==> config.mk <==
export PLATFORM = sky130hd
export DESIGN_NAME = bus_perf_counter_regs_top
export DESIGN_NICKNAME = d
export VERILOG_FILES = /design/src/rtl/core/bpcr_pkg.sv /design/src/rtl/core/bpcr_regs.sv /design/src/rtl/core/bus_perf_counter_regs_top.sv
export SDC_FILE = /design/constraint.sdc
export NUM_CORES = 1
export LEC_CHECK = 0
export ABC_AREA = 1
export BUFFER_PORTS_ARGS = -buffer_cell sky130_fd_sc_hd__buf_4
export CELL_PAD_IN_SITES_DETAIL_PLACEMENT = 0
export CELL_PAD_IN_SITES_GLOBAL_PLACEMENT = 1
export CORE_MARGIN = 8
export CORE_UTILIZATION = 43
export CTS_BUF_LIST = sky130_fd_sc_hd__clkbuf_8
export CTS_CLUSTER_SIZE = 20
export DETAILED_ROUTE_END_ITERATION = 6
export PLACE_DENSITY_LB_ADDON = 0.3
export SLEW_MARGIN = 25
export SYNTH_ARGS = -nofsm -noshare
export SYNTH_HDL_FRONTEND = slang
export SYNTH_SLANG_ARGS = --single-unit
==> constraint.sdc <==
create_clock -name clk -period 4.27 [get_ports clk]
set_input_delay 0.6405 -clock clk [delete_from_list [all_inputs] [get_ports clk]]
set_output_delay 0.6405 -clock clk [all_outputs]
set_load 0.005 [all_outputs]
==> src/rtl/core/bpcr_pkg.sv <==
// types, address map constants and the alias combine function of the counter register block
package bpcr_pkg;

  localparam int NUM_COUNTERS_DEF = 4;
  localparam int COUNTER_BITS_DEF = 24;

  localparam int ADDR_W  = 14;
  localparam int DATA_W  = 32;
  localparam int OFS_W   = 12;
  localparam int PRIO_W  = 13;
  localparam int SEL_W   = 5;
  localparam int ALIAS_W = 2;

  localparam logic [OFS_W-1:0]  PRIO_OFS  = 12'h000;
  localparam logic [OFS_W-1:0]  ACK_OFS   = 12'h004;
  localparam logic [OFS_W-1:0]  CTR_BASE  = 12'h008;
  localparam logic [OFS_W-1:0]  SEL_BASE  = 12'h00c;
  localparam logic [OFS_W-1:0]  STRIDE    = 12'h008;
  localparam logic [PRIO_W-1:0] PRIO_MASK = 13'h1111;
  localparam logic [SEL_W-1:0]  SEL_OFF   = 5'h1f;
  localparam logic [DATA_W-1:0] ACK_VALUE = 32'h0000_0001;

  localparam logic [ALIAS_W-1:0] ALIAS_PLAIN = 2'd0;
  localparam logic [ALIAS_W-1:0] ALIAS_XOR   = 2'd1;
  localparam logic [ALIAS_W-1:0] ALIAS_SET   = 2'd2;
  localparam logic [ALIAS_W-1:0] ALIAS_CLR   = 2'd3;

  typedef struct packed {
    logic              mode;
    logic [ADDR_W-1:0] address;
    logic [DATA_W-1:0] write_data;
  } bpcr_req_t;

  typedef struct packed {
    logic [DATA_W-1:0] read_data;
    logic              unmapped;
  } bpcr_rsp_t;

  function automatic logic [DATA_W-1:0] combine(
    input logic [DATA_W-1:0]  old_value,
    input logic [DATA_W-1:0]  value,
    input logic [ALIAS_W-1:0] alias_code
  );
    logic [DATA_W-1:0] result;
    case (alias_code)
      ALIAS_XOR: result = old_value ^ value;
      ALIAS_SET: result = old_value | value;
      ALIAS_CLR: result = old_value & ~value;
      default:   result = value;
    endcase
    return result;
  endfunction

endpackage

==> src/rtl/core/bpcr_regs.sv <==
// address decode, register state and read-modify-write datapath
module bpcr_regs #(
  parameter int NUM_COUNTERS = bpcr_pkg::NUM_COUNTERS_DEF,
  parameter int COUNTER_BITS = bpcr_pkg::COUNTER_BITS_DEF
) (
  input  logic                clk,
  input  logic                rst,
  input  logic                fire,
  input  bpcr_pkg::bpcr_req_t req,
  output bpcr_pkg::bpcr_rsp_t rsp
);
  import bpcr_pkg::*;

  logic [PRIO_W-1:0]       priority_bits;
  logic [COUNTER_BITS-1:0] counters  [NUM_COUNTERS];
  logic [SEL_W-1:0]        selectors [NUM_COUNTERS];

  logic [OFS_W-1:0]        ofs;
  logic [ALIAS_W-1:0]      alias_code;
  logic                    wr;
  logic [NUM_COUNTERS-1:0] ctr_hit;
  logic [NUM_COUNTERS-1:0] sel_hit;
  logic                    prio_hit;
  logic                    ack_hit;
  logic [COUNTER_BITS-1:0] ctr_next [NUM_COUNTERS];
  logic [SEL_W-1:0]        sel_next [NUM_COUNTERS];
  logic [PRIO_W-1:0]       priority_bits_next;
  logic [DATA_W-1:0]       rd;

  assign ofs        = req.address[OFS_W-1:0];
  assign alias_code = req.address[ADDR_W-1:OFS_W];
  assign wr         = req.mode;
  assign prio_hit   = (ofs == PRIO_OFS);
  assign ack_hit    = (ofs == ACK_OFS);

  always_comb begin
    for (int i = 0; i < NUM_COUNTERS; i++) begin
      ctr_hit[i] = (ofs == OFS_W'(CTR_BASE + STRIDE * i));
      sel_hit[i] = (ofs == OFS_W'(SEL_BASE + STRIDE * i));
    end
  end

  always_comb begin
    rd = '0;
    priority_bits_next = PRIO_W'(combine(DATA_W'(priority_bits), req.write_data, alias_code))
                         & PRIO_MASK;
    for (int i = 0; i < NUM_COUNTERS; i++) begin
      if (wr) begin
        ctr_next[i] = COUNTER_BITS'(combine(DATA_W'(counters[i]), req.write_data, alias_code));
      end else if (selectors[i] != SEL_OFF && counters[i] != '1) begin
        ctr_next[i] = counters[i] + COUNTER_BITS'(1);
      end else begin
        ctr_next[i] = counters[i];
      end
      sel_next[i] = SEL_W'(combine(DATA_W'(selectors[i]), req.write_data, alias_code));
      if (!wr && ctr_hit[i]) rd = rd | DATA_W'(ctr_next[i]);
      if (!wr && sel_hit[i]) rd = rd | DATA_W'(selectors[i]);
    end
    if (!wr && prio_hit) rd = rd | DATA_W'(priority_bits);
    if (!wr && ack_hit)  rd = rd | ACK_VALUE;
  end

  assign rsp.read_data = rd;
  assign rsp.unmapped  = !(prio_hit || ack_hit || (|ctr_hit) || (|sel_hit));

  always_ff @(posedge clk) begin
    if (rst) begin
      priority_bits <= '0;
      for (int i = 0; i < NUM_COUNTERS; i++) begin
        counters[i]  <= '0;
        selectors[i] <= SEL_OFF;
      end
    end else if (fire) begin
      if (wr && prio_hit) priority_bits <= priority_bits_next;
      for (int i = 0; i < NUM_COUNTERS; i++) begin
        if (ctr_hit[i])       counters[i]  <= ctr_next[i];
        if (wr && sel_hit[i]) selectors[i] <= sel_next[i];
      end
    end
  end

endmodule

==> src/rtl/core/bus_perf_counter_regs_top.sv <==
// top level of the bus performance counter register block
//
// one request channel (req_valid, req_stall, req) carries bus accesses:
// mode 0 read, 1 write, a 14-bit address whose bits 13:12 pick the
// plain, xor, set or clear alias, and 32-bit write data
// one response channel (rsp_valid, rsp_stall, rsp) returns one transfer
// per request: read data (zero for writes) and an unmapped flag
// a request is taken into an input register, then decoded and applied to
// the register state at the same edge at which its response lands in an
// output register
// throughput is one access per cycle while rsp_stall is low, with the
// read-modify-write between the input and output registers
// while rsp_stall is high the response holds; the input register keeps
// one more request, after which req_stall rises
// synchronous reset empties both registers, clears priority and
// counters and sets every event selector to disabled
module bus_perf_counter_regs_top #(
  parameter int NUM_COUNTERS = bpcr_pkg::NUM_COUNTERS_DEF,
  parameter int COUNTER_BITS = bpcr_pkg::COUNTER_BITS_DEF
) (
  input  logic                clk,
  input  logic                rst,
  input  logic                req_valid,
  output logic                req_stall,
  input  bpcr_pkg::bpcr_req_t req,
  output logic                rsp_valid,
  input  logic                rsp_stall,
  output bpcr_pkg::bpcr_rsp_t rsp
);
  import bpcr_pkg::*;

  logic      s1_valid;
  bpcr_req_t s1_req;
  logic      s1_valid_next;
  logic      s2_ready;
  logic      fire;
  logic      req_take;
  bpcr_rsp_t rsp_comb;

  assign s2_ready      = !rsp_valid || !rsp_stall;
  assign fire          = s1_valid && s2_ready;
  assign req_stall     = s1_valid && !s2_ready;
  assign req_take      = req_valid && !req_stall;
  assign s1_valid_next = req_take || (s1_valid && !fire);

  always_ff @(posedge clk) begin
    if (rst) begin
      s1_valid  <= 1'b0;
      rsp_valid <= 1'b0;
    end else begin
      s1_valid <= s1_valid_next;
      if (s2_ready) rsp_valid <= fire;
    end
  end

  always_ff @(posedge clk) begin
    if (req_take) s1_req <= req;
    if (fire)     rsp    <= rsp_comb;
  end

  bpcr_regs #(
    .NUM_COUNTERS(NUM_COUNTERS),
    .COUNTER_BITS(COUNTER_BITS)
  ) u_regs (
    .clk (clk),
    .rst (rst),
    .fire(fire),
    .req (s1_req),
    .rsp (rsp_comb)
  );

`ifndef SYNTHESIS
  a_stall_needs_held: assert property (@(posedge clk) disable iff (rst)
    req_stall |-> s1_valid)
    else $error("request stall without a held request");
  a_fire_gives_rsp: assert property (@(posedge clk) disable iff (rst)
    fire |=> rsp_valid)
    else $error("processed request gave no response");
  a_unmapped_zero: assert property (@(posedge clk) disable iff (rst)
    (rsp_valid && rsp.unmapped) |-> (rsp.read_data == '0))
    else $error("unmapped response with nonzero read data");
  a_reset_empty: assert property (@(posedge clk)
    rst |=> (!rsp_valid && !s1_valid))
    else $error("registers not empty after reset");
`endif

endmodule
After elaboration in Yosys (flattened, before gate mapping):

Memory sizes are Yosys's and may differ from the RTL's.
Cells that the tools add are included.
W data, S select, Z words.

* register bits after elaboration: 78
* RAM bits: 116
* bits of input ports: 51
* output and inout port bits: 35
* logic and storage cells: 186
* memories kept: 2

* add/subtract/negate cells: 4
* equal/unequal tests: 20
* mux-type cells: 68
* bitwise logic cells: 44
* reductions and logical operators: 39

Memory list
* u_regs.counters: words 4, bits a word 24, rd ports 4, clocked after Yosys merged registers in 0, wr ports 4, RTL line bpcr_regs.sv:15 `logic [COUNTER_BITS-1:0] counters [NUM_COUNTERS];`
* u_regs.selectors: words 4, bits a word 5, rd ports 4, clocked after Yosys merged registers in 0, wr ports 4, RTL line bpcr_regs.sv:16 `logic [SEL_W-1:0] selectors [NUM_COUNTERS];`

Operators with widths (number)
* $mux W24: 13
* $pmux W24 S3: 4
* $mux W32: 8
* $add A24 B1 Y24 const B: 4
* $and A24 B24 Y24: 4
* $ne A24 B24 Y1 const B: 4
* $or A24 B24 Y24: 4
* $or A32 B24 Y32: 3
* $or A32 B5 Y32: 3
* $xor A24 B24 Y24: 4
* $pmux W5 S3: 4
* $eq A12 B5 Y1 const B: 4
* $pmux W13 S3: 1
* $mux W1: 34
* $or A32 B13 Y32: 1
* $eq A12 B4 Y1 const B: 2
* $eq A12 B6 Y1 const B: 2
* $not A24 Y24: 1
* $or A24 B5 Y24: 1
* $logic_and A1 B1 Y1: 23
* $and A5 B5 Y5: 4
* $mux W5: 4
* $ne A5 B5 Y1 const B: 4
* $or A5 B5 Y5: 4
* 13 further kinds: 35

Logic depth before layout (Yosys ltp):

An unclocked memory read counts as a cell.

* depth after elaboration: 22
* depth in mapped cells: 17
* gate-level depth less buffers: 16

Hierarchy:

A second synthesis with hierarchy kept.

* cells, all modules: 2477
* area total of the unflattened synthesis: 18386.4 µm²

By module, submodules not included
* bpcr_regs: instances 1, cells an instance 2385, area each 15892.7 µm², sequential area each 3563.4 µm²
* bus_perf_counter_regs_top: instances 1, cells an instance 92, area each 2493.6 µm², sequential area each 2442.3 µm²

Worst setup path before layout:

Ideal clock, no wire load.

* kind: input -> register
* from: input rsp_stall
* to: memory u_regs.counters[0][0] (netlist bit), enable pin
* arrival: 4.007 ns
* data required time: 3.832 ns
* path slack: -0.175 ns
* cell stages on the path: 5
* buffers on the path: 0
* cells stage by stage: nand2_1 -> inv_1 -> nor2_1 -> inv_1 -> o21ai_0

RTL lines
* start: declaration: RTL line bus_perf_counter_regs_top.sv:27 `input logic rsp_stall,`
* end: declaration: RTL line bpcr_regs.sv:15

==> reports/metrics.yaml <==
die_w_um: 219.5
core-area_um2: 40830
critPathCaptureType: "flop"
synth_edf_count: 180
num-nets-final: 2790
post-route-min-period_ps: 3069
top_layer_used: "met4"
syn_area_um2: 17800
wl_met2_um: 28210
leakage_nw: 8.556
reg2regPathDepth: 9
ioPinCount: 86
max_slew_margin_pct: 30.12
synthCells: 2470
synth_top_family_by_area: "simple AND/OR/NAND/NOR gates"
path_clk_slew_ps: 120
clkSinkCount: 186
wl_met1_um: 27650
multiInputGateArea_um2: 10880
synth_compound_area_share_pct: 9.328
die_area_um2: 48160
hold_path_depth: 1
outcome: "finished, final reports clean"
crit_path_start_kind: "flop"
io_buffers: 69
cap_violations: 0
synthMuxAreaShare_pct: 0
cts_resized: 0
vias_per_cell: 5.637
wire_per_inst_um: 20.96
fin_crit_sh_pct: 71.86
postCtsSetupRepairBufs: 0
worst_ir_drop_vdd_mv: 0.2159
cts_made_buffers: 17
dr_wl_met3_um: 4692
fp.dieH_um: 219.5
ctsHoldBuffers: 0
grt_pass1_wl_um: 97220
vias: 17140
grtUsageTotal_pct: 26.53
ys_async_sr_fraction_pct: 0
maxSlewViolCount: 0
rows: 74
synth_warnings: 0
overflow: 0
grt_max_degree: 65
worst_pin_slew_ps: 1047
synth_xor_xnor_area_share_pct: 1.968
dr.pass1.iters: 6
critPathKind: "flop to flop"
synthDistinctLibCells: 43
yosys.area_share.simple_pct: 32.36
remaining_drc_errors: 0
grt_pass1_vias: 16370
n_fill_cell: 4192
final.setup.tns_ps: 0
cp.required_ps: 4650
gp_congestion: 0.9515
hold_violations: 0
ys_seq_area_share_pct: 31.04
fin_ws_ps: 1201
regArea_um2: 5525
cts.path.max_buffers: 2
setup_viol: 0
insertion_delay_ps: 550
rsz0062_at_grt: "false"
dpl-instance-area_um2: 18790
synth-seq-cells: 186
hold_class: "input port to flop"
wl_um: 63710
path_max_fanout: 17
skew_ps: 24.82
postRouteAntennaNets: 0
ys.flop_type: "edfxtp_1"
avgSynthCellArea_um2: 7.206
tritoncts: "built"
fmax_mhz: 325.9
grt_antenna_before_repair: 0
design_area_um2: 19210
drt_iter0_markers: 1656
htreeDepth: 4
drive_above_1_share_pct: 7.057
crit_arrival_ps: 3440
final_core_util_pct: 47.06
dp_hpwl_um: 47000
root_buffer: "clkbuf_8"
whs_ps: 262.3
yosys.area_share.adder_pct: 17.15
diodes: 0
dpl_worst_slack_ps: 1258
regToRegSetupSlack_ps: 1200
start_util_pct: 43.59
syn_to_final_growth_pct: 7.943
power_density_nw_per_um2: 224.0
[power by group]
part,switching [mW],internal (mW)
logic,0.526,0.245
clock network,0.800,0.591
registers,0.0786,2.06
[flip-flops by register name, indices dropped and copies added, names as in the netlist]
name / count
rsp: 25
u_regs.priority_bits: 4
u_regs.selectors: 20
s1_valid: 1
rsp_valid: 1
s1_req: 39
u_regs.counters: 96
[placed cells by master, fill, tap and decap left out, types with 7 or more instances in the layout]
cell	netlist	layout
a221oi_1	11	11
nor2_2	9	10
nand3_1	191	191
a211oi_1	7	7
inv_1	228	225
nand4_1	30	30
o21ai_0	65	64
buf_4	15	94
edfxtp_1	180	180
o2111ai_1	62	62
nand2_4	6	7
clkbuf_8	0	17
conb_1	1	8
o211ai_1	33	33
nor2_4	6	8
inv_2	8	9
nor3_1	12	12
nand2_1	843	842
o21ai_1	13	13
nor2_1	294	291
a21oi_1	53	53
xor2_1	39	39
ha_1	244	244
[layout make-up]
cell class                 count  area share [%]
multi-input combinational   1949           56.64
clock inverter                15          0.9768
tap                          532           3.464
inverter                     243           4.812
clock buffer                  17           1.218
timing repair buffer          98           4.129
sequential                   186           28.76
[critical path, stage by stage (launching register included)]
cell and delay, ps:
edfxtp_1 370, nor2_1 280, nand3_2 210, inv_2 100
nand3_1 150, nor2_1 270, inv_2 110, nor2_2 770
nand3_1 400, nand4_1 230
[logic make-up (layout without fill, tap and decap cells)]
family / count (synthesis) / after routing
xor gates and xnor gates: 40 / 40
other: 1 / 8
buffers and inverters: 342 / 373
and+or+nand+nor: 1404 / 1404
DFF: 186 / 186
adders and majority gates: 244 / 244
AOI/OAI and AO/OA: 253 / 253
[path summary, 6_finish.rpt]
kind / endpoint / from
max: rsp[19] / s1_req[41]
min: s1_req[22] / req[22]
max reg2reg: rsp[19] / s1_req[41]
min reg2reg: u_regs.priority_bits[12] / u_regs.priority_bits[12]
[synth_stat cells, types with 30 or more instances]
cell type  number  area, µm²
nor2_1        294       1104
xor2_1         39      341.6
ha_1          244       3053
inv_1         228      855.8
edfxtp_1      180       5405
nand4_1        30      187.7
a21oi_1        53      265.3
buf_2          36      180.2
o211ai_1       33      247.7
nand2_1       843       3164
o21ai_0        65      325.3
nand3_1       191      955.9
o2111ai_1      62      543.0
[routing by layer]
layer,GRT usage [%],up-vias
met5,0,-
met4,12.92,0
met3,4.182,131
met2,41.58,706
met1,35.34,8097
li1,-,8202
[per-stage QoR]
| step | instances | power (mW) |
|---|---|---|
| after floorplan | 2477 | 2.654 |
| after CTS | 3040 | 4.328 |
| after global routing | 3040 | 4.491 |
| final | 3040 | 4.304 |
| after global placement | 3007 | 2.918 |
| after detailed placement | 3008 | 2.946 |
No activity file was read; power rests on OpenSTA's default activity.
